===== config.mk =====
export PLATFORM = sky130hd
export DESIGN_NAME = cbc_sqrt_cell
export DESIGN_NICKNAME = d
export VERILOG_FILES = /design/src/rtl/core/cbc_pkg.sv /design/src/rtl/core/cbc_sqrt_cell.sv
export SDC_FILE = /design/constraint.sdc
export NUM_CORES = 1
export LEC_CHECK = 0
export ABC_AREA = 1
export ABC_CLOCK_PERIOD_IN_PS = 3300
export BUFFER_PORTS_ARGS = -buffer_cell sky130_fd_sc_hd__buf_2
export CAP_MARGIN = 10
export CORE_AREA = 2 2 151 153
export CTS_CLUSTER_DIAMETER = 150
export DETAILED_ROUTE_END_ITERATION = 12
export DIE_AREA = 0 0 153 155
export HOLD_SLACK_MARGIN = 0.03
export PLACE_DENSITY = 0.74
export SYNTH_ARGS = -nofsm -noshare
export SYNTH_HDL_FRONTEND = slang
export SYNTH_SLANG_ARGS = --single-unit

===== constraint.sdc =====
create_clock -name clock -period 3.3 [get_ports clock]
set_input_delay 0.33 -clock clock [delete_from_list [all_inputs] [get_ports clock]]
set_output_delay 0.33 -clock clock [all_outputs]
set_load 0.005 [all_outputs]

===== src/rtl/core/cbc_pkg.sv =====
// ----------------------------------------------------------------------------
// cbc_pkg
// shared widths, types and codes for the circle and box contact pipeline
// ----------------------------------------------------------------------------
package cbc_pkg;

   localparam int NORMAL_FRAC_BITS = 14;

   localparam int COORD_W  = 24;
   localparam int EXT_W    = 23;
   localparam int MAG_W    = 23;
   localparam int EDGE_W   = 26;
   localparam int DEPTH_W  = 24;
   localparam int NORMAL_W = 16;
   localparam int NSQ_W    = 2 * MAG_W;
   localparam int ROOT_W   = MAG_W;
   localparam int SQ_STEPS = ROOT_W;
   localparam int REM_W    = ROOT_W + 2;
   localparam int DREM_W   = MAG_W + 1;
   localparam int NEXT_W   = 32;

   localparam logic [1:0] EDGE_LEFT   = 2'd0;
   localparam logic [1:0] EDGE_RIGHT  = 2'd1;
   localparam logic [1:0] EDGE_TOP    = 2'd2;
   localparam logic [1:0] EDGE_BOTTOM = 2'd3;

   typedef struct packed {
      logic               hit;
      logic               on_box;
      logic [1:0]         edge_sel;
      logic               dx_neg;
      logic               dy_neg;
      logic [MAG_W-1:0]   dx_mag;
      logic [MAG_W-1:0]   dy_mag;
      logic [EXT_W-1:0]   radius;
      logic [DEPTH_W-1:0] depth_in;
   } cbc_ctx_type;

   typedef struct packed {
      logic              valid;
      logic [NSQ_W-1:0]  n;
      logic [ROOT_W-1:0] root;
      logic [REM_W-1:0]  rem;
      cbc_ctx_type       ctx;
   } cbc_sq_type;

   typedef struct packed {
      logic              valid;
      logic [ROOT_W-1:0] span;
      logic [DREM_W-1:0] rem_x;
      logic [DREM_W-1:0] rem_y;
      cbc_ctx_type       ctx;
   } cbc_dv_type;

endpackage


===== src/rtl/core/cbc_sqrt_cell.sv =====
// ----------------------------------------------------------------------------
// cbc_sqrt_cell
// one root bit of the integer square root, two radicand bits per cell
// ----------------------------------------------------------------------------
module cbc_sqrt_cell (
   input  logic                clock,
   input  logic                reset,
   input  logic                adv,
   input  cbc_pkg::cbc_sq_type sq_i,
   output cbc_pkg::cbc_sq_type sq_o
);

   localparam int CUR_W = cbc_pkg::REM_W + 2;

   logic [CUR_W-1:0]          cur, trial;
   logic                      take;
   cbc_pkg::cbc_sq_type       sq_ff;

   assign cur   = {sq_i.rem, sq_i.n[cbc_pkg::NSQ_W-1 -: 2]};
   assign trial = CUR_W'({sq_i.root, 2'b01});
   assign take  = cur >= trial;

   always_ff @(posedge clock) begin
      if (reset) begin
         sq_ff.valid <= 1'b0;
      end else if (adv) begin
         sq_ff.valid <= sq_i.valid;
      end
   end

   always_ff @(posedge clock) begin
      if (adv) begin
         sq_ff.n    <= {sq_i.n[cbc_pkg::NSQ_W-3:0], 2'b00};
         sq_ff.root <= {sq_i.root[cbc_pkg::ROOT_W-2:0], take};
         sq_ff.rem  <= take ? cbc_pkg::REM_W'(cur - trial) : cbc_pkg::REM_W'(cur);
         sq_ff.ctx  <= sq_i.ctx;
      end
   end

   assign sq_o = sq_ff;

endmodule


# ---- Word level (Yosys, flattened, before mapping)
# Cells that the tools add are included.
dict set report classes {
  n_shift 0
  div_mod_pow 0
  n_lt_le_gt_ge 1
  reduce_logical 0
  mul 0
  eq_ne 0
  add_sub_neg 1
  n_mux 1
  bitwise_logic 0
}
# op count
set ops {}
lappend ops {{>= comparator 27 x 25 -> 1 bit} 1}
lappend ops {{two-way mux 25 bit} 1}
lappend ops {{subtractor 25 bit} 1}
dict set report totals {
  latchBits 0
  mem_count 0
  mem_bits_ro 0
  register_bits 192
  mem_bits_rw 0
  output_inout_bits 194
  inputBits 197
  wordCells 16
}

# ---- Logic depth before layout (Yosys ltp)
dict set report logic_depth {
  word_depth 2
  depth_mapped 15
  ltp_nobuf 14
}

# ---- Worst setup path after synthesis
# No wires, ideal clock.
dict set report synth_path {
  path_type {input-to-reg}
  from {in sq_i[127] (netlist name)}
  to {reg sq_ff (netlist bit sq_o[119]), data pin}
  slack_ns 1.360
  path_buffers 1
  t_arrival_ns 1.687
  path_stages 13
  required_ns 3.047
  setup_ns 0.253
  cell_sequence {inv_1 -> ha_1 -> nand2_1 -> inv_1 -> a21oi_1 -> nand2_2 -> nand2_1 -> nand2_1 -> nand2_4 -> nand3_4 -> buf_6 -> nand2_1 -> nand2_1}
}
dict set report synth_between {
  elab_chain_cells 2
  word_cells_on_any_way 3
  classes_between {add/sub (1); order compare (1); mux (1)}
}
# element line_no
set synth_rtl {}
lappend synth_rtl {{start, declared} cbc_sqrt_cell.sv:9} ;# input cbc_pkg::cbc_sq_type sq_i,
lappend synth_rtl {{subtractor 25 bit / >= comparator 27 x 25 -> 1 bit (equally long branches)} {cbc_sqrt_cell.sv:35, cbc_sqrt_cell.sv:21}}
lappend synth_rtl {{two-way mux 25 bit *} cbc_sqrt_cell.sv:35} ;# sq_ff.rem <= take ? cbc_pkg::REM_W'(cur - trial) : cbc_pkg::REM_W'(cur);
lappend synth_rtl {{end, declared} cbc_sqrt_cell.sv:17} ;# cbc_pkg::cbc_sq_type sq_ff;
# Every way passes the cells marked *; elsewhere a longest branch is shown, timed or not.
# A chain may end at the register's enable or synchronous reset.

# ---- Worst setup path in the final report
dict set report layout_path {
  from {in sq_i[102] (netlist name)}
  to {reg sq_ff (netlist bit sq_o[121]), data pin}
}
# The elaborated chain is that of the path after synthesis.

==> metrics.yaml <==
drt_iter0_markers: 357
drc: 0
syn2layout_area_growth_pct: 35.79
cp_max_fo: 26
fill_cells: 2064
worst_pin_slew_ns: 0.6439
synth.area.mux_share_pct: 0.1215
cpPeakStageDelay_ns: 0.36
met1_usage_pct: 25.96
clk_latency_ns: 0.44
swShare_pct: 27.47
layout_common_cells: "buf_2, nand2_1, edfxtp_1"
critPathBufInv: 2
grt_pass1_wl_um: 39360
finalMaxSlewViolations: 0
synth_warnings: 0
synth_top_cell_by_area: "edfxtp_1"
crit_chain: "buf_2 > ha_1 > nand2_1 > inv_1 > a21oi_1 > nand2_2 > nand2_1 > nand2_1 > nand2_4 > nand3_4 > nand2_1 > nand2_1"
synth-adder-area-share_pct: 3.798
start_kind: "primary input"
synth-compound-area-share_pct: 0.9268
setup_violations: 0
num_vias: 6654
clkSinkCount: 192
synth_top_family_by_area: "simple AND/OR/NAND/NOR gates"
totalWireLength_um: 27510
hold_class: "primary input to register"
syn_area_um2: 8235
seq_power_share_pct: 50.2
die_area_um2: 23720
intPower_w: 0.004317
gr-total-overflow: 0
syn_area_per_cell_um2: 11.63
cts_tree: "built"
cts-buffers-inserted: 17
clock.fmax_mhz: 463.7
path_class: "primary input to register"
ys_seq_elements: 192
synth_xor_area_share_pct: 1.170
io_buffers: 388
die_h_um: 155
cp.arrival_ns: 2.35
synth_top_area_share_pct: 69.64
crit_path_top_delay_cell: "ha_1"
p_per_area_nw_per_um2: 532.3
viasPerCell: 4.686
initial_core_util_pct: 37.05
grt.busiest_layer: "met2"
yosys.area_share.simple_pct: 17.76
h-tree-depth: 4
layout-drive-gt1-share_pct: 39.17
synth_area_leaders: "edfxtp_1, nand2_1, inv_1"
final_common_cell: "buf_2"
clockBufferDepth: 2
cap_viol_max_count: 0
p_switching_w: 0.001635
pin_count: 391
pwr-share-comb_pct: 14.7
relSlewSlack_pct: 57.08
grt_usage_pct: 22.55
antenna_found_initial: 10
final.period_utilization_pct: 65.35
yosysSeqAreaShare_pct: 69.89
drtAntennaViolNets: 0
largest_register_ffs: 192
fin_crit_ns: 2.157
fp.dieW_um: 153
required_ns: 3.50
fin_util_pct: 50.31
rows: 55
skew_ns: 0
clkPwrFrac_pct: 35.1
gp_congestion: 0.9170
post_drt_wl_per_cell_um: 19.37
tns_ns: 0
p_leak_nw: 5.433
ctsResizeCount: 0
cpLargestDelayFamily: "simple AND/OR/NAND/NOR gates"
rsz0062_at_grt: "false"
clkTransAtPathRegs_ns: 0.08
grt_max_degree: 77
root_buffer: "clkbuf_16"
core_um2: 22230
synth_cell_types: 33
met3_usage_pct: 9.387
status: "complete, no violations"
dp_hpwl_um: 21820
drt_first_pass_iters: 5
hold_viol: 0
end_kind: "register"
cp_common_cell: "nand2_1"
ir_drop_mv: 0.2497
synthCells: 708
nets: 1335
grtUsageMet2_pct: 38.35
grt_pass1_vias: 6467
==> through the flow <==
| step | total power, W | area, µm² | setup slack [ns] | cells | hold slack [ns] |
|---|---|---|---|---|---|
| after global placement | 0.003901 | 10530 | 0.7538 | 1376 | 0.4723 |
| after CTS | 0.006019 | 11130 | 1.133 | 1408 | 0.03907 |
| after detailed placement | 0.003918 | 10530 | 0.6506 | 1376 | 0.4789 |
| after global routing | 0.006208 | 11170 | 0.9629 | 1413 | 0.03046 |
| after floorplan | 0.003396 | 8239 | 1.360 | 709 | 0.4024 |
| final | 0.005953 | 11180 | 1.143 | 1420 | 0.06173 |
==> path summary, 6_finish.rpt <==
check / start / endpoint / slack (ns) / cells past startpoint
max reg2reg: sq_o[193] / sq_o[193] / 2.72 / 2
min: sq_i[63] / sq_o[63] / 0.06 / 1
max: sq_i[102] / sq_o[121] / 1.14 / 12
min reg2reg: sq_o[193] / sq_o[193] / 0.49 / 2
==> what timing repair did <==
action / 4_1_cts / 5_1_grt
hold buffers: 0 / 3
endpoints found under the setup margin: 0 / 0
buffers inserted: 0 / 0
hold endpoints to repair: 0 / 3
==> layer usage <==
metal,wire length [µm],vias to the layer above
met5,41,-
met4,731,6
met3,2720,44
met2,13700,276
met1,10320,3162
li1,-,3166
==> synthesized netlist by cell type <==
library cell and instances:
nor2_2 4, buf_6 2, ha_1 25, nand4_1 33
clkbuf_1 1, nand2_1 229, nand2_4 1, nor2_4 1
or2_2 1, edfxtp_1 191, clkbuf_2 1, nand2_2 3
o21ai_0 1, inv_1 117, and2_1 2, nor3_1 2
nand3b_1 2, conb_1 1, nand3_1 22, xor2_1 10
xnor2_1 1, a21oi_1 11, a21oi_4 1, nor2_1 30
nand3_4 2, nor3_2 1, buf_4 2, nor3b_2 1
dfxtp_1 1, mux2i_1 1, inv_2 2, and3_1 1
buf_2 5
==> worst register-to-register path, stage by stage (launching register included) <==
cell     delay [ns]
dfxtp_1        0.31
mux2i_1        0.12
nor2_1         0.05
==> area by class of cell <==
cell class	instances	area [µm²]	area share [%]
multi-input combinational	387	1966	17.58
antenna	9	22.52	0.2014
timing repair buffer	396	2031	18.16
clock inverter	15	180.2	1.611
inverter	119	446.7	3.994
clock buffer	17	425.4	3.804
tap	285	356.6	3.189
sequential	192	5756	51.47
==> power groups by stage <==
stage / registers (W) / clock network [W] / logic (W)
after floorplan: 0.00307 / 0 / 0.000325
after global placement: 0.00304 / 0 / 0.000858
after detailed placement: 0.00304 / 0 / 0.000874
after CTS: 0.00299 / 0.00215 / 0.000878
after global routing: 0.00301 / 0.00224 / 0.000961
final: 0.00299 / 0.00209 / 0.000872
==> cell families after synthesis <==
group                    after synthesis
flip-flops                           192
other                                  1
buffers and inverters                130
adder cells (fa/ha/maj)               25
multiplexers                           1
AO/OA/AOI/OAI                         13
AND/OR/NAND/NOR                      335
XOR/XNOR                              11
Power figures use the tool's default switching activity.
