`config.mk`:
```
export PLATFORM = sky130hd
export DESIGN_NAME = cbc_div_cell
export DESIGN_NICKNAME = d
export VERILOG_FILES = /design/src/rtl/core/cbc_pkg.sv /design/src/rtl/core/cbc_div_cell.sv
export SDC_FILE = /design/constraint.sdc
export NUM_CORES = 1
export LEC_CHECK = 0
export ABC_AREA = 1
export BUFFER_PORTS_ARGS = -buffer_cell sky130_fd_sc_hd__buf_2
export CAP_MARGIN = 5
export CORE_MARGIN = 8
export CORE_UTILIZATION = 45
export DETAILED_ROUTE_END_ITERATION = 8
export PLACE_DENSITY = 0.78
export SYNTH_ARGS = -nofsm -noshare
export SYNTH_HDL_FRONTEND = slang
export SYNTH_SLANG_ARGS = --single-unit
```
`constraint.sdc`:
```
create_clock -name clock -period 2.1 [get_ports clock]
set_clock_uncertainty 0.1 [all_clocks]
set_input_delay 0.42 -clock clock [delete_from_list [all_inputs] [get_ports clock]]
set_output_delay 0.42 -clock clock [all_outputs]
set_load 0.005 [all_outputs]
```
`src/rtl/core/cbc_pkg.sv`:
```
// ----------------------------------------------------------------------------
// cbc_pkg
// shared widths, types and codes for the circle and box contact pipeline
// ----------------------------------------------------------------------------
package cbc_pkg;

   localparam int NORMAL_FRAC_BITS = 14;

   localparam int COORD_W  = 24;
   localparam int EXT_W    = 23;
   localparam int MAG_W    = 23;
   localparam int EDGE_W   = 26;
   localparam int DEPTH_W  = 24;
   localparam int NORMAL_W = 16;
   localparam int NSQ_W    = 2 * MAG_W;
   localparam int ROOT_W   = MAG_W;
   localparam int SQ_STEPS = ROOT_W;
   localparam int REM_W    = ROOT_W + 2;
   localparam int DREM_W   = MAG_W + 1;
   localparam int NEXT_W   = 32;

   localparam logic [1:0] EDGE_LEFT   = 2'd0;
   localparam logic [1:0] EDGE_RIGHT  = 2'd1;
   localparam logic [1:0] EDGE_TOP    = 2'd2;
   localparam logic [1:0] EDGE_BOTTOM = 2'd3;

   typedef struct packed {
      logic               hit;
      logic               on_box;
      logic [1:0]         edge_sel;
      logic               dx_neg;
      logic               dy_neg;
      logic [MAG_W-1:0]   dx_mag;
      logic [MAG_W-1:0]   dy_mag;
      logic [EXT_W-1:0]   radius;
      logic [DEPTH_W-1:0] depth_in;
   } cbc_ctx_type;

   typedef struct packed {
      logic              valid;
      logic [NSQ_W-1:0]  n;
      logic [ROOT_W-1:0] root;
      logic [REM_W-1:0]  rem;
      cbc_ctx_type       ctx;
   } cbc_sq_type;

   typedef struct packed {
      logic              valid;
      logic [ROOT_W-1:0] span;
      logic [DREM_W-1:0] rem_x;
      logic [DREM_W-1:0] rem_y;
      cbc_ctx_type       ctx;
   } cbc_dv_type;

endpackage

```
`src/rtl/core/cbc_div_cell.sv`:
```
// ----------------------------------------------------------------------------
// cbc_div_cell
// one quotient bit of both normal components, restoring division
// ----------------------------------------------------------------------------
module cbc_div_cell #(
   parameter int QW = cbc_pkg::NORMAL_FRAC_BITS + 1
) (
   input  logic                clock,
   input  logic                reset,
   input  logic                adv,
   input  cbc_pkg::cbc_dv_type dv_i,
   input  logic [QW-1:0]       qx_i,
   input  logic [QW-1:0]       qy_i,
   output cbc_pkg::cbc_dv_type dv_o,
   output logic [QW-1:0]       qx_o,
   output logic [QW-1:0]       qy_o
);

   logic [cbc_pkg::DREM_W-1:0] dist_ext, rx, ry;
   logic                       gx, gy;
   cbc_pkg::cbc_dv_type        dv_ff;
   logic [QW-1:0]              qx_ff, qy_ff;

   assign dist_ext = cbc_pkg::DREM_W'(dv_i.span);
   assign gx = dv_i.rem_x >= dist_ext;
   assign gy = dv_i.rem_y >= dist_ext;
   assign rx = gx ? dv_i.rem_x - dist_ext : dv_i.rem_x;
   assign ry = gy ? dv_i.rem_y - dist_ext : dv_i.rem_y;

   always_ff @(posedge clock) begin
      if (reset) begin
         dv_ff.valid <= 1'b0;
      end else if (adv) begin
         dv_ff.valid <= dv_i.valid;
      end
   end

   always_ff @(posedge clock) begin
      if (adv) begin
         dv_ff.span  <= dv_i.span;
         dv_ff.rem_x <= {rx[cbc_pkg::DREM_W-2:0], 1'b0};
         dv_ff.rem_y <= {ry[cbc_pkg::DREM_W-2:0], 1'b0};
         dv_ff.ctx   <= dv_i.ctx;
         qx_ff       <= {qx_i[QW-2:0], gx};
         qy_ff       <= {qy_i[QW-2:0], gy};
      end
   end

   assign dv_o = dv_ff;
   assign qx_o = qx_ff;
   assign qy_o = qy_ff;

endmodule

```
# --- Yosys cells after proc, flatten, opt, wreduce, memory -nomap -nowiden ---
# Index checks and enable logic that the tools add are counted.
word_totals:
  regBits: 199
  latch_bits: 0
  mem_bits_rw: 0
  rom_bits: 0
  input_bits: 204
  output_inout_bits: 201
  wordCells: 21
  mem_count: 0
classes:
  n_addsub: 2
  n_mul: 0
  div_mod_pow: 0
  order_cmp: 2
  n_eq_ne: 0
  n_shift: 0
  muxes: 2
  bitwise: 0
  reduce_logical: 0
ops:
  columns: ["operator", "n"]
  rows:
  - ["24-bit by 23-bit greater-or-equal comparator with 1-bit output", 2]
  - ["23-bit two-way mux", 2]
  - ["23-bit subtractor", 2]

# --- Longest topological paths before layout ---
logic_depth:
  word_depth: 2
  mapped_depth: 14
  ltp_nobuf: 14

# --- Worst setup path before layout ---
# Ideal clock, no wire load.
synth_timing:
  path_type: "in2reg"
  from: "in dv_i[123] in the netlist's numbering"
  to: "reg dv_ff (netlist bit dv_o[143]), data pin"
  setup_ns: 0.253
  arrival_ns: 1.891
  t_required_ns: 1.747
  path_slack_ns: -0.144
  stages: 12
  path_cell_list: "inv_1 > ha_1 > fa_1 > inv_1 > nand2_1 > nand2_1 > nand3_1 > nand2_1 > nand2_2 > clkbuf_1 > nand4_1 > nand2_1"
synth_between:
  elab_chain_len: 2
  word_cells_on_any_way: 3
synth_lines:
  columns: ["element", "line", "source"]
  rows:
  - ["from (decl)", "cbc_div_cell.sv:11", "input cbc_pkg::cbc_dv_type dv_i,"]
  - ["23-bit subtractor or 24-bit by 23-bit greater-or-equal comparator with 1-bit output (tied branches)", "cbc_div_cell.sv:27, cbc_div_cell.sv:25", null]
  - ["23-bit two-way mux *", "cbc_div_cell.sv:27", "assign rx = gx ? dv_i.rem_x - dist_ext : dv_i.rem_x;"]
  - ["named net rx, one bit", "cbc_div_cell.sv:19", "logic [cbc_pkg::DREM_W-1:0] dist_ext, rx, ry;"]
  - ["to (decl)", "cbc_div_cell.sv:21", "cbc_pkg::cbc_dv_type dv_ff;"]
# Mark *: on every way through the listed nets, which the timed path passes. The rest lies on a longest branch.
# A chain may end at the register's enable or synchronous reset.

# --- Worst setup path after layout ---
layout_timing:
  from: "in dv_i[158] in the netlist's numbering"
  to: "reg dv_ff (netlist bit dv_o[135]), data pin"
# Same word-level chain as after synthesis.

==> reports/qor.yml <==
clocking:
  cts_buffers: 17
  cts_tree: "built"
  clock_path_buffers: 2
  worstSkewPairLatency_ns: 0.43
  root_buffer: "clkbuf_16"
  clkSlewWorstSetupHoldPaths_ns: 0.08
  post_cts_buffers: 0
  numClockSinks: 199
  htree_levels: 4
synth:
  synth_area_um2: 10300
  synth_simple_gate_area_share_pct: 22.9
  synth_fa_ha_area_share_pct: 5.98
  ys_ff_latch: 199
  synthCells: 1073
  avgSynthCellArea_um2: 9.60
  ys_types: 32
  seq_area_frac_synth_pct: 57.9
  yosys.area_share.xor_xnor_pct: 1.53
  synth_compound_area_share_pct: 2.71
  ys_warn_count: 0
  synth_top_family_by_area: "simple AND/OR/NAND/NOR gates"
  synthMuxAreaShare_pct: 0.0972
die:
  dieHeight_um: 167
  die_x_um: 167
  die_area_um2: 28000
  rows: 55
  core-area_um2: 22600
  start_util_pct: 45.6
  io_pins: 405
global_route:
  grt_max_degree: 67
  antenna_found_initial: 2
  met2_usage_pct: 45.6
  grt_pass1_wl_um: 52200
  first_global_vias: 9252
  grtUsageMet1_pct: 26.6
  overflow: 0
  track_usage_pct: 24.5
  grtUsageMet3_pct: 5.36
  busiest_layer: "met2"
timing:
  period_share_pct: 93.8
  rsz0062_at_grt: "false"
  fmax_mhz: 508
  timing.final.ws_setup_ns: 0.130
  maxSlewViolCount: 0
  finalSetupViolations: 0
  period_needed_ns: 1.97
  holdWs_ns: 0.0361
  finalHoldViolCount: 0
critical_path:
  worstSetupPathType: "in -> reg"
  worstPathRequired_ns: 2.19
  startpoint_type: "input port"
  endpoint_kind: "register"
  critPathMaxFanout: 25
  arrival_ns: 2.06
layout:
  design_area_um2: 14400
  multiInputGateArea_um2: 3480
  final_cell_mix: "399 x buf_2, 355 x nand2_1, 204 x inv_1"
  seqCellArea_um2: 5970
  area_growth_pct: 40.0
  fillerInstances: 1903
  final_common_cell: "buf_2"
  final_nets: 1880
  drive_above_1_share_pct: 38.3
placed_design:
  place.detailed.hpwl_um: 29300
  place_ws_ns: -0.305
  io_buffers: 400
  placed_area_um2: 13800
  gp_congestion: 0.943
detailed_routing:
  viasPerCell: 4.84
  dr.pass1.iters: 5
  vias: 9338
  postRouteAntennaNets: 0
  wire_per_inst_um: 18.4
  drt_wl_total_um: 35400
  first_iter_violations: 636
  drc: 0
worst_hold_path:
  hold_class: "in -> reg"
power:
  finalPower_mw: 10.7
  max-vdd-ir-drop_mv: 0.548
  powerDensity_nw_per_um2: 740
  leakagePower_nw: 7.45
status:
  status: "completed"
job:
  maxCapViolCount: 0
critical path: stages:
cell	delay (ns)
buf_2	0.10
inv_1	0.17
ha_1	0.30
nand2_2	0.12
inv_1	0.04
nand2_1	0.06
nand2_1	0.06
nand2_1	0.09
nand2_1	0.05
nand2_1	0.11
nand4_4	0.15
buf_12	0.19
nand3_1	0.12
nand2_1	0.06
synth_stat cells:
| cell | n | area share [%] |
|---|---|---|
| nand3_1 | 44 | 2.1 |
| nand4_4 | 2 | 0.41 |
| buf_4 | 2 | 0.15 |
| o21ai_2 | 12 | 1.0 |
| nand3b_1 | 14 | 1.0 |
| nor2_2 | 3 | 0.18 |
| nand3_2 | 11 | 1.1 |
| clkbuf_1 | 4 | 0.15 |
| mux2i_1 | 1 | 0.097 |
| nand4_1 | 32 | 1.9 |
| conb_1 | 1 | 0.036 |
| xnor2_1 | 2 | 0.17 |
| inv_1 | 207 | 7.5 |
| nor2_1 | 60 | 2.2 |
| a21oi_2 | 1 | 0.085 |
| buf_6 | 4 | 0.44 |
| inv_2 | 1 | 0.036 |
| fa_1 | 2 | 0.39 |
| ha_1 | 46 | 5.6 |
| buf_2 | 2 | 0.097 |
| o21ai_1 | 11 | 0.53 |
| dfxtp_1 | 1 | 0.19 |
| buf_12 | 2 | 0.39 |
| xor2_1 | 16 | 1.4 |
| a21oi_1 | 19 | 0.92 |
| nor3_1 | 4 | 0.19 |
| o21ai_0 | 3 | 0.15 |
| nor2_4 | 2 | 0.22 |
| nand2_1 | 356 | 13 |
| and2_1 | 4 | 0.24 |
| edfxtp_1 | 198 | 58 |
| nand2_2 | 6 | 0.36 |
repair_timing:
item / CTS / global route
gates resized for setup: 0 / 1
hold buffers: 0 / 0
setup endpoints to repair: 0 / 2
registers in the layout (all words and copies together), names as in the netlist:
| signal | count |
|---|---|
| dv_o | 169 |
| qx_o | 15 |
| qy_o | 15 |
routing by layer:
layer	up-vias	wire (µm)
met5	-	21
met4	4	1180
met3	65	2380
met2	373	18400
met1	4310	13400
li1	4586	-
stage by stage:
stage | cells | setup TNS, ns | util (%)
floorplan | 1074 | 0 | -
global placement | 1894 | -10.86 | 61.2
detailed placement | 1894 | -12.15 | 61.2
CTS | 1926 | 0 | 63.9
global route | 1926 | 0 | 63.9
finish | 1928 | 0 | 63.9
final timing paths:
check                         start                      to  slack, ns  cells past startpoint
max                       dv_i[158]     dv_o[135]$_DFFE_PP_       0.13                     14
min                           reset  dv_o[170]$_SDFFE_PP0P_       0.04                      2
max reg2reg  dv_o[170]$_SDFFE_PP0P_  dv_o[170]$_SDFFE_PP0P_       1.41                      2
min reg2reg  dv_o[170]$_SDFFE_PP0P_  dv_o[170]$_SDFFE_PP0P_       0.40                      2
logic make-up after synthesis:
| logic type | count (synthesis) |
|---|---|
| adders and majority gates | 48 |
| muxes | 1 |
| buffers and inverters | 222 |
| DFF | 199 |
| and+or+nand+nor | 538 |
| AOI/OAI and AO/OA | 46 |
| xor gates and xnor gates | 18 |
| other | 1 |
report_power, final:
part | internal, mW | leakage (nW) | switching, mW | total [mW]
logic | 1.11 | 5.21 | 1.33 | 2.43
registers | 4.82 | 1.95 | 0.0886 | 4.90
clock network | 1.62 | 0.291 | 1.71 | 3.33
final cells by class:
| class | instances | area share, % |
|---|---|---|
| Antenna cell | 2 | 0.0347 |
| Clock buffer | 18 | 2.98 |
| Clock inverter | 14 | 1.20 |
| Inverter | 208 | 5.41 |
| Multi-Input combinational cell | 653 | 24.2 |
| Sequential cell | 199 | 41.4 |
| Tap cell | 285 | 2.47 |
| Timing Repair Buffer | 549 | 22.4 |
Note: power is estimated with default switching activity, not from simulation.
