--- src/rtl/core/cbc_pkg.sv ---
// ----------------------------------------------------------------------------
// cbc_pkg
// shared widths, types and codes for the circle and box contact pipeline
// ----------------------------------------------------------------------------
package cbc_pkg;

   localparam int NORMAL_FRAC_BITS = 14;

   localparam int COORD_W  = 24;
   localparam int EXT_W    = 23;
   localparam int MAG_W    = 23;
   localparam int EDGE_W   = 26;
   localparam int DEPTH_W  = 24;
   localparam int NORMAL_W = 16;
   localparam int NSQ_W    = 2 * MAG_W;
   localparam int ROOT_W   = MAG_W;
   localparam int SQ_STEPS = ROOT_W;
   localparam int REM_W    = ROOT_W + 2;
   localparam int DREM_W   = MAG_W + 1;
   localparam int NEXT_W   = 32;

   localparam logic [1:0] EDGE_LEFT   = 2'd0;
   localparam logic [1:0] EDGE_RIGHT  = 2'd1;
   localparam logic [1:0] EDGE_TOP    = 2'd2;
   localparam logic [1:0] EDGE_BOTTOM = 2'd3;

   typedef struct packed {
      logic               hit;
      logic               on_box;
      logic [1:0]         edge_sel;
      logic               dx_neg;
      logic               dy_neg;
      logic [MAG_W-1:0]   dx_mag;
      logic [MAG_W-1:0]   dy_mag;
      logic [EXT_W-1:0]   radius;
      logic [DEPTH_W-1:0] depth_in;
   } cbc_ctx_type;

   typedef struct packed {
      logic              valid;
      logic [NSQ_W-1:0]  n;
      logic [ROOT_W-1:0] root;
      logic [REM_W-1:0]  rem;
      cbc_ctx_type       ctx;
   } cbc_sq_type;

   typedef struct packed {
      logic              valid;
      logic [ROOT_W-1:0] span;
      logic [DREM_W-1:0] rem_x;
      logic [DREM_W-1:0] rem_y;
      cbc_ctx_type       ctx;
   } cbc_dv_type;

endpackage

--- src/rtl/core/cbc_intf.sv ---
// ----------------------------------------------------------------------------
// cbc channel interfaces
// query and contact result channels with valid/ready handshake
// ----------------------------------------------------------------------------
interface cbc_req_if;
   logic                                valid;
   logic                                ready;
   logic signed [cbc_pkg::COORD_W-1:0]  box_left;
   logic signed [cbc_pkg::COORD_W-1:0]  box_top;
   logic        [cbc_pkg::EXT_W-1:0]    box_width;
   logic        [cbc_pkg::EXT_W-1:0]    box_height;
   logic signed [cbc_pkg::COORD_W-1:0]  center_x;
   logic signed [cbc_pkg::COORD_W-1:0]  center_y;
   logic        [cbc_pkg::EXT_W-1:0]    circle_radius;

   modport source (output valid, box_left, box_top, box_width, box_height,
                   center_x, center_y, circle_radius, input ready);
   modport sink (input valid, box_left, box_top, box_width, box_height,
                 center_x, center_y, circle_radius, output ready);
endinterface


--- src/rtl/core/cbc_front.sv ---
// ----------------------------------------------------------------------------
// cbc_front
// clamp, squares, hit compare and nearest edge pick, three register stages
// ----------------------------------------------------------------------------
module cbc_front (
   input  logic                clock,
   input  logic                reset,
   input  logic                adv,
   cbc_req_if.sink             req,
   output cbc_pkg::cbc_sq_type sq_o
);

   // stage a
   logic signed [cbc_pkg::EDGE_W-1:0] left, top, right, bottom, cx, cy;
   logic signed [cbc_pkg::EDGE_W-1:0] clx, cly, dx, dy;
   logic                               a_valid_ff;
   logic        [cbc_pkg::MAG_W:0]     a_dxm_ff, a_dym_ff;
   logic                               a_dxn_ff, a_dyn_ff;
   logic        [cbc_pkg::EXT_W-1:0]   a_r_ff;
   logic signed [cbc_pkg::EDGE_W-1:0]  a_el_ff, a_er_ff, a_et_ff, a_eb_ff;

   assign req.ready = adv;
   assign left   = cbc_pkg::EDGE_W'(req.box_left);
   assign top    = cbc_pkg::EDGE_W'(req.box_top);
   assign cx     = cbc_pkg::EDGE_W'(req.center_x);
   assign cy     = cbc_pkg::EDGE_W'(req.center_y);
   assign right  = left + $signed({3'b000, req.box_width});
   assign bottom = top + $signed({3'b000, req.box_height});

   always_comb begin
      if (cx < left) begin
         clx = left;
      end else if (cx > right) begin
         clx = right;
      end else begin
         clx = cx;
      end
      if (cy < top) begin
         cly = top;
      end else if (cy > bottom) begin
         cly = bottom;
      end else begin
         cly = cy;
      end
      dx = cx - clx;
      dy = cy - cly;
   end

   always_ff @(posedge clock) begin
      if (reset) begin
         a_valid_ff <= 1'b0;
      end else if (adv) begin
         a_valid_ff <= req.valid;
      end
   end

   always_ff @(posedge clock) begin
      if (adv) begin
         a_dxn_ff <= dx[cbc_pkg::EDGE_W-1];
         a_dyn_ff <= dy[cbc_pkg::EDGE_W-1];
         a_dxm_ff <= dx[cbc_pkg::EDGE_W-1] ? 24'(-dx) : 24'(dx);
         a_dym_ff <= dy[cbc_pkg::EDGE_W-1] ? 24'(-dy) : 24'(dy);
         a_r_ff   <= req.circle_radius;
         a_el_ff  <= cx - left;
         a_er_ff  <= right - cx;
         a_et_ff  <= cy - top;
         a_eb_ff  <= bottom - cy;
      end
   end

   // stage b
   logic                               b_valid_ff;
   logic [2*(cbc_pkg::MAG_W+1)-1:0]    b_dxsq_ff, b_dysq_ff;
   logic [2*cbc_pkg::EXT_W-1:0]        b_rsq_ff;
   logic [cbc_pkg::MAG_W-1:0]          b_dxm_ff, b_dym_ff;
   logic                               b_dxn_ff, b_dyn_ff;
   logic [cbc_pkg::EXT_W-1:0]          b_r_ff;
   logic [cbc_pkg::EDGE_W-1:0]         b_best_ff;
   logic [1:0]                         b_edge_ff;
   logic signed [cbc_pkg::EDGE_W-1:0]  best;
   logic [1:0]                         best_edge;

   always_comb begin
      best = a_el_ff;
      best_edge = cbc_pkg::EDGE_LEFT;
      if (a_er_ff < best) begin
         best = a_er_ff;
         best_edge = cbc_pkg::EDGE_RIGHT;
      end
      if (a_et_ff < best) begin
         best = a_et_ff;
         best_edge = cbc_pkg::EDGE_TOP;
      end
      if (a_eb_ff < best) begin
         best = a_eb_ff;
         best_edge = cbc_pkg::EDGE_BOTTOM;
      end
   end

   always_ff @(posedge clock) begin
      if (reset) begin
         b_valid_ff <= 1'b0;
      end else if (adv) begin
         b_valid_ff <= a_valid_ff;
      end
   end

   always_ff @(posedge clock) begin
      if (adv) begin
         b_dxsq_ff <= a_dxm_ff * a_dxm_ff;
         b_dysq_ff <= a_dym_ff * a_dym_ff;
         b_rsq_ff  <= a_r_ff * a_r_ff;
         b_dxm_ff  <= a_dxm_ff[cbc_pkg::MAG_W-1:0];
         b_dym_ff  <= a_dym_ff[cbc_pkg::MAG_W-1:0];
         b_dxn_ff  <= a_dxn_ff;
         b_dyn_ff  <= a_dyn_ff;
         b_r_ff    <= a_r_ff;
         b_best_ff <= best[cbc_pkg::EDGE_W-1] ? '0 : best;
         b_edge_ff <= best_edge;
      end
   end

   // stage c
   logic [2*(cbc_pkg::MAG_W+1):0] dsq;
   logic [cbc_pkg::EDGE_W:0]      din_sum;
   cbc_pkg::cbc_sq_type           c_ff;

   assign dsq     = {1'b0, b_dxsq_ff} + {1'b0, b_dysq_ff};
   assign din_sum = {1'b0, b_best_ff} + (cbc_pkg::EDGE_W+1)'(b_r_ff);

   always_ff @(posedge clock) begin
      if (reset) begin
         c_ff.valid <= 1'b0;
      end else if (adv) begin
         c_ff.valid <= b_valid_ff;
      end
   end

   always_ff @(posedge clock) begin
      if (adv) begin
         c_ff.n            <= dsq[cbc_pkg::NSQ_W-1:0];
         c_ff.root         <= '0;
         c_ff.rem          <= '0;
         c_ff.ctx.hit      <= dsq <= (2*(cbc_pkg::MAG_W+1)+1)'(b_rsq_ff);
         c_ff.ctx.on_box   <= dsq == '0;
         c_ff.ctx.edge_sel <= b_edge_ff;
         c_ff.ctx.dx_neg   <= b_dxn_ff;
         c_ff.ctx.dy_neg   <= b_dyn_ff;
         c_ff.ctx.dx_mag   <= b_dxm_ff;
         c_ff.ctx.dy_mag   <= b_dym_ff;
         c_ff.ctx.radius   <= b_r_ff;
         c_ff.ctx.depth_in <= (din_sum > (cbc_pkg::EDGE_W+1)'({cbc_pkg::DEPTH_W{1'b1}}))
                              ? {cbc_pkg::DEPTH_W{1'b1}}
                              : din_sum[cbc_pkg::DEPTH_W-1:0];
      end
   end

   assign sq_o = c_ff;

endmodule

--- src/flat_wrapper.sv ---
// flat-port wrapper written by rule: the top's interface ports become plain ports
module cbc_front_flat 
  (clock, reset, adv, sq_o, req_valid, req_box_left, req_box_top, req_box_width, req_box_height, req_center_x, req_center_y, req_circle_radius, req_ready);
  cbc_req_if req_i ();
  input  logic clock;
  input  logic reset;
  input  logic adv;
  output cbc_pkg::cbc_sq_type sq_o;
  input wire logic [$bits(req_i.valid)-1:0] req_valid;
  input wire logic [$bits(req_i.box_left)-1:0] req_box_left;
  input wire logic [$bits(req_i.box_top)-1:0] req_box_top;
  input wire logic [$bits(req_i.box_width)-1:0] req_box_width;
  input wire logic [$bits(req_i.box_height)-1:0] req_box_height;
  input wire logic [$bits(req_i.center_x)-1:0] req_center_x;
  input wire logic [$bits(req_i.center_y)-1:0] req_center_y;
  input wire logic [$bits(req_i.circle_radius)-1:0] req_circle_radius;
  output wire logic [$bits(req_i.ready)-1:0] req_ready;
  assign req_i.valid = req_valid;
  assign req_i.box_left = req_box_left;
  assign req_i.box_top = req_box_top;
  assign req_i.box_width = req_box_width;
  assign req_i.box_height = req_box_height;
  assign req_i.center_x = req_center_x;
  assign req_i.center_y = req_center_y;
  assign req_i.circle_radius = req_circle_radius;
  assign req_ready = req_i.ready;
  cbc_front u_core (.clock(clock), .reset(reset), .adv(adv), .req(req_i), .sq_o(sq_o));
endmodule
--- config.mk ---
export PLATFORM = sky130hd
export DESIGN_NAME = cbc_front_flat
export DESIGN_NICKNAME = d
export VERILOG_FILES = /design/src/rtl/core/cbc_pkg.sv /design/src/rtl/core/cbc_intf.sv /design/src/rtl/core/cbc_front.sv /design/src/flat_wrapper.sv
export SDC_FILE = /design/constraint.sdc
export NUM_CORES = 2
export LEC_CHECK = 0
export BUFFER_PORTS_ARGS = -buffer_cell sky130_fd_sc_hd__buf_2
export CAP_MARGIN = 20
export CORE_ASPECT_RATIO = 1.25
export CORE_UTILIZATION = 35
export CTS_BUF_LIST = sky130_fd_sc_hd__clkbuf_4 sky130_fd_sc_hd__clkbuf_8
export DETAILED_ROUTE_END_ITERATION = 10
export PLACE_DENSITY = 0.55
export SYNTH_ARGS = -nofsm -noshare
export SYNTH_HDL_FRONTEND = slang
export SYNTH_SLANG_ARGS = --single-unit
--- constraint.sdc ---
create_clock -name clock -period 11.5 [get_ports clock]
set_input_delay 1.15 -clock clock [delete_from_list [all_inputs] [get_ports clock]]
set_output_delay 1.15 -clock clock [all_outputs]
set_load 0.005 [all_outputs]
# Yosys cells after proc, flatten, opt, wreduce, memory -nomap -nowiden
# Index checks and enable logic that the tools add are counted.
[totals]
register_bits = 566
input_bits = 169
output_inout_bits = 195
elab_cells = 71
[classes]
n_addsub = 12
mul = 3
n_lt_le_gt_ge = 9
mux = 11
n_reduce_logical = 2
[ops]
columns = ["op", "count"]
rows = [
  ["26-bit 2-to-1 mux", 7],
  ["24-bit by 24-bit multiplier with 48-bit output", 2],
  ["26-bit less-than comparator", 3],
  ["24-bit by 26-bit subtractor with 26-bit output", 2],
  ["25-bit by 24-bit subtractor with 26-bit output", 2],
  ["24-bit by 24-bit adder with 25-bit output", 2],
  ["24-bit by 25-bit greater-than comparator with 1-bit output", 2],
  ["24-bit by 24-bit subtractor with 25-bit output", 2],
  ["48-bit by 48-bit adder with 49-bit output", 1],
  ["49-bit by 46-bit less-or-equal comparator with 1-bit output", 1],
  ["49-bit zero test", 1],
  ["24-bit less-than comparator", 2],
  ["24-bit 2-to-1 mux", 2],
  ["24-bit negation", 2],
  ["23-bit by 23-bit multiplier with 46-bit output", 1],
  ["26-bit by 23-bit adder with 27-bit output", 1],
  ["27-bit by 24-bit greater-than comparator with 1-bit output (second input constant)", 1],
  ["1-bit 2-to-1 mux", 2],
  ["2-bit OR reduction", 1],
]

# Logic depth before layout (Yosys ltp)
[depth]
depth_word = 7
depth_mapped = 39
depth_no_buf = 37

# Worst setup path after synthesis
# No wires, ideal clock.
[synth_timing]
path_kind = "input to register"
startpoint = "in req_box_height[0]"
endpoint = "reg u_core.a_dym_ff[22] (netlist name), data pin"
setup_ps = 261
arrival_time_ps = 8532
required_time_ps = 11239
setup_slack_ps = 2707
path_stages = 36
n_path_buf = 1
cell_sequence = "ha_1 > fa_1 > a21o_1 > a21oi_1 > o21ai_0 > nand2_1 > o31ai_1 > o21a_1 > nor2_1 > xnor2_1 > ha_1 > a21o_1 > a21o_1 > nor3_1 > a21oi_1 > nor4_1 > o21ai_0 > or4_1 > o2111ai_1 > a21oi_1 > clkbuf_1 > a21oi_1 > a21oi_1 > ha_1 > fa_1 > nor2b_1 > o21ai_0 > nor2b_1 > xnor2_1 > or2_2 > or4_1 > or3_1 > or3_1 > nor3_1 > a31oi_1 > xnor2_1"
[synth_via]
elab_chain_cells = 7
[synth_rtl]
columns = ["item", "line_no", "rtl"]
rows = [
  ["start, declared", "flat_wrapper.sv:13", "input wire logic [$bits(req_i.box_height)-1:0] req_box_height;"],
  ["24-bit by 24-bit adder with 25-bit output (*)", "cbc_front.sv:28", "assign bottom = top + $signed({3'b000, req.box_height});"],
  ["24-bit by 25-bit greater-than comparator with 1-bit output", "cbc_front.sv:40", "end else if (cy > bottom) begin"],
  ["26-bit 2-to-1 mux (*)", "cbc_front.sv:40", ""],
  ["26-bit 2-to-1 mux (*)", "cbc_front.sv:38", "if (cy < top) begin"],
  ["24-bit by 26-bit subtractor with 26-bit output (*)", "cbc_front.sv:46", "dy = cy - cly;"],
  ["24-bit negation", "cbc_front.sv:62", "a_dym_ff <= dy[cbc_pkg::EDGE_W-1] ? 24'(-dy) : 24'(dy);"],
  ["24-bit 2-to-1 mux (*)", "cbc_front.sv:62", ""],
  ["end signal, assigned", "cbc_front.sv:62", ""],
  ["end, declared", "cbc_front.sv:17", "logic [cbc_pkg::MAG_W:0] a_dxm_ff, a_dym_ff;"],
]
# Every way passes the cells marked *; elsewhere a longest branch is shown, timed or not.
# A chain may end at the register's enable or synchronous reset.

# Worst setup path in the final report
[layout_timing]
startpoint = "in req_box_left[0]"
endpoint = "reg u_core.a_dxm_ff[4] (netlist name), data pin"
[layout_via]
elab_chain_cells = 7
elab_cells_between_ends = 8
cone_classes = "add/sub: 3; order compare: 2; mux: 3"
[layout_rtl]
columns = ["item", "line_no", "rtl"]
rows = [
  ["start, declared", "flat_wrapper.sv:10", "input wire logic [$bits(req_i.box_left)-1:0] req_box_left;"],
  ["24-bit by 24-bit adder with 25-bit output", "cbc_front.sv:27", "assign right = left + $signed({3'b000, req.box_width});"],
  ["24-bit by 25-bit greater-than comparator with 1-bit output", "cbc_front.sv:33", "end else if (cx > right) begin"],
  ["26-bit 2-to-1 mux", "cbc_front.sv:33", ""],
  ["26-bit 2-to-1 mux (*)", "cbc_front.sv:31", "if (cx < left) begin"],
  ["24-bit by 26-bit subtractor with 26-bit output (*)", "cbc_front.sv:45", "dx = cx - clx;"],
  ["24-bit negation", "cbc_front.sv:61", "a_dxm_ff <= dx[cbc_pkg::EDGE_W-1] ? 24'(-dx) : 24'(dx);"],
  ["24-bit 2-to-1 mux (*)", "cbc_front.sv:61", ""],
  ["end signal, assigned", "cbc_front.sv:61", ""],
  ["end, declared", "cbc_front.sv:17", ""],
]
# Marks and branches as above.

==> key figures <==
Run status
  – Status: finished, final reports clean

STA
  – Slew margin rel.: 23.55%
  – Period utilization: 84.94%
  – Final hold vios: 0
  – Slew @ Worst Pin: 1.147 ns
  – Worst Clk Skew: 0.06108 ns
  – Final setup viols: 0
  – RSZ-0062 raised after global routing: no
  – Setup TNS: 0 ns
  – Highest clock rate: 102.4 MHz
  – Min setup slack post-route: 1.732 ns
  – Fin crit period: 9.768 ns
  – Slew Limit Fails: 0

Worst setup path
  – WP data required: 12.03 ns
  – Kind of critical path: in -> reg
  – CP peak stage delay: 0.60 ns
  – R2r startpoint: u_core.a_er_ff[25]
  – Crit path DAT: 10.30 ns
  – Worst path slowest cell: clkinv_1
  – Worst-path fanout max: 27
  – Top Family by Delay on Critical Path: compound AO/OA/AOI/OAI gates
  – R2R Path End: u_core.b_best_ff[8]
  – CP most frequent cell: o21ai_0
  – Worst path buffer plus inverter count: 4
  – CP Launch Type: input pin
  – R2R Setup Slk: 2.53 ns
  – Crit end category: flip-flop
  – R2R depth: 34

Drt
  – Vias per inst: 4.941
  – Total wire length: 229200 microns
  – DR WL/cell: 19.56 microns
  – Via count: 57900
  – DRT Pass-1 Iters: 5
  – DRC Markers: 0
  – Routed Antenna Nets: 0
  – DR iter-0 viols: 3014

Place
  – Pre-CTS setup slack: 0.9316 ns
  – I/O Buffers: 315
  – Placed insts: 11530
  – Dpl hpwl: 189900 microns
  – GPL Wtd Cong: 0.9297

Floorplan
  – Std-Cell Rows: 197
  – Initial core utilization: 35.31%
  – Core region area: 231200 sq um
  – Die W: 434.0 microns
  – Die ar.: 235200 sq um
  – # IOs: 364
  – Die height: 542.0 microns

CTS
  – Post-CTS Hold Fix Bufs: 0
  – Cts repair resizes: 0
  – Clk root buf: clkbuf_8
  – Worst-path clk slew: 0.05 ns
  – Clock buffer count from CTS: 99
  – # clock sinks: 557
  – Max clock buf depth: 3
  – CTS tree: yes
  – Post-CTS Setup Bufs: 0
  – Worst-Skew Late Latency: 0.86 ns
  – H-Tree Depth: 3

Layout
  – Fin nets: 10870
  – Post-Layout Cell Count: 11720
  – Layout filler cell count: 23290
  – Area Growth Syn to Fin: 9.011%
  – Layout cells sized above 1: 7.486%

GRT
  – Grt ovf: 0
  – Initial antenna violation count: 20
  – Vias in the first global route: 63060
  – Total GRT Usage: 19.82%
  – First-pass GRT wire length: 357300 microns
  – Largest net degree at the start of global routing: 132

Logic synthesis
  – Distinct cell type count after synthesis: 85
  – Post-Syn Area: 81650 sq um
  – Mapped Avg Cell Area: 9.918 sq um
  – Dominant synthesized flop cell: edfxtp_1
  – Async S/R FF share, synth: 0%
  – Sequential fraction of the synthesis area: 20.45%
  – Synth top cells by count: 1796 x inv_1, 1241 x fa_1, 913 x ha_1, 554 x edfxtp_1, 541 x nand2_1
  – Gate Count Post-Synth: 8232
  – Top-count cell post-synth: inv_1
  – Post-synth top area share: 30.43%
  – Synth top area cells: fa_1 30%, edfxtp_1 20%, ha_1 14%
  – Seq cells post-synth: 557
  – Post-synth EDFFs: 554
  – YS warnings: 0
  – Area leader, netlist: fa_1

Job
  – Max_cap viols: 0

Worst hold path
  – Min-delay src: u_core.b_dym_ff[2]
  – Worst Hold Class: reg -> reg
  – Sink of the worst hold path: u_core.sq_o[49]
  – Hold Path Depth: 0
-- registers in the layout, indices dropped and copies added, names as in the netlist, 2 cells and up --
| signal | cells |
|---|---|
| u_core.b_rsq_ff | 44 |
| u_core.b_dxm_ff | 23 |
| u_core.a_dxm_ff | 24 |
| u_core.b_best_ff | 25 |
| u_core.a_et_ff | 25 |
| u_core.a_el_ff | 25 |
| u_core.b_edge_ff | 2 |
| u_core.b_r_ff | 23 |
| u_core.a_eb_ff | 26 |
| u_core.a_er_ff | 26 |
| u_core.b_dxsq_ff | 46 |
| u_core.sq_o | 146 |
| u_core.a_r_ff | 23 |
| u_core.a_dym_ff | 24 |
| u_core.b_dysq_ff | 46 |
| u_core.b_dym_ff | 23 |
-- through the flow --
step           instance area [sq um]  util (%)  hold slack (ns)
2_1_floorplan                  81820         -           0.4003
4_1_cts                        88970     38.48           0.4086
6_report                       89000     38.50           0.4118
3_3_place_gp                   86930     37.60           0.4019
5_1_grt                        89000     38.49           0.4226
3_5_place_dp                   86930     37.60           0.4045
-- routing by layer --
layer  vias up  wire length, microns  global-route usage [%]
met3       351                  9184                   2.043
met5         -                    61                       0
met1     29210                 94810                   24.65
li1      26960                     -                       -
met4        10                  8857                   6.878
met2      1364                116300                   35.39
-- kinds of logic after synthesis --
family                     Yosys count  share of synthesized area (%)
buffers and inverters             2034                          9.579
DFF                                557                          20.45
adders and majority gates         2154                          44.42
xor gates and xnor gates           408                          4.377
other                                1                       0.004593
muxes                               75                         0.9609
and+or+nand+nor                   1861                          11.35
AOI/OAI and AO/OA                 1142                          8.861
-- how the worst max path moves through the flow --
stage,startpoint,to,cells after the start
after global routing,req_box_left[0],u_core.a_dxm_ff[6],37
after floorplan,req_box_height[0],u_core.a_dym_ff[22],36
after global placement,req_box_left[0],u_core.a_dxm_ff[6],37
after detailed placement,req_box_left[0],u_core.a_dxm_ff[4],37
after CTS,req_box_left[0],u_core.a_dxm_ff[4],37
final,req_box_left[0],u_core.a_dxm_ff[4],37
-- placed cells by master, fill, tap and decap left out, drive strengths merged, types with 101 or more instances in the layout --
master / netlist / final
buf: 55 / 404
nand2: 541 / 541
xor2: 126 / 126
o21ai: 239 / 239
fa: 1241 / 1241
clkbuf: 181 / 126
nor2: 380 / 380
and2: 441 / 441
a21oi: 355 / 355
ha: 913 / 913
xnor2: 282 / 282
nor2b: 101 / 101
a21o: 169 / 169
edfxtp: 554 / 554
inv: 1796 / 1804
-- cell type report --
class | count | area (sq um) | share of cell area (%)
multi-input cells | 5688 | 57350 | 64.44
flip-flops and latches | 557 | 16700 | 18.76
inverters | 1798 | 6749 | 7.583
well taps | 3084 | 3859 | 4.335
repair buffers | 404 | 2292 | 2.575
clock buffers | 126 | 1565 | 1.759
clock inverters | 56 | 479.2 | 0.5384
diodes | 5 | 12.51 | 0.01406
-- worst register-to-register path: cells and delay by family (launching register included) --
family          cells  cell delay [ns]
compound gates     19             4.24
fa+ha+maj           3             1.11
buf+inv             3             1.04
mux                 2             0.81
simple gates        6             0.77
flops               1             0.40
xor+xnor            1             0.33
Power is left out: the tool's default activity adds up to more than one toggle a clock period on the data nets, which glitch-free logic cannot reach.
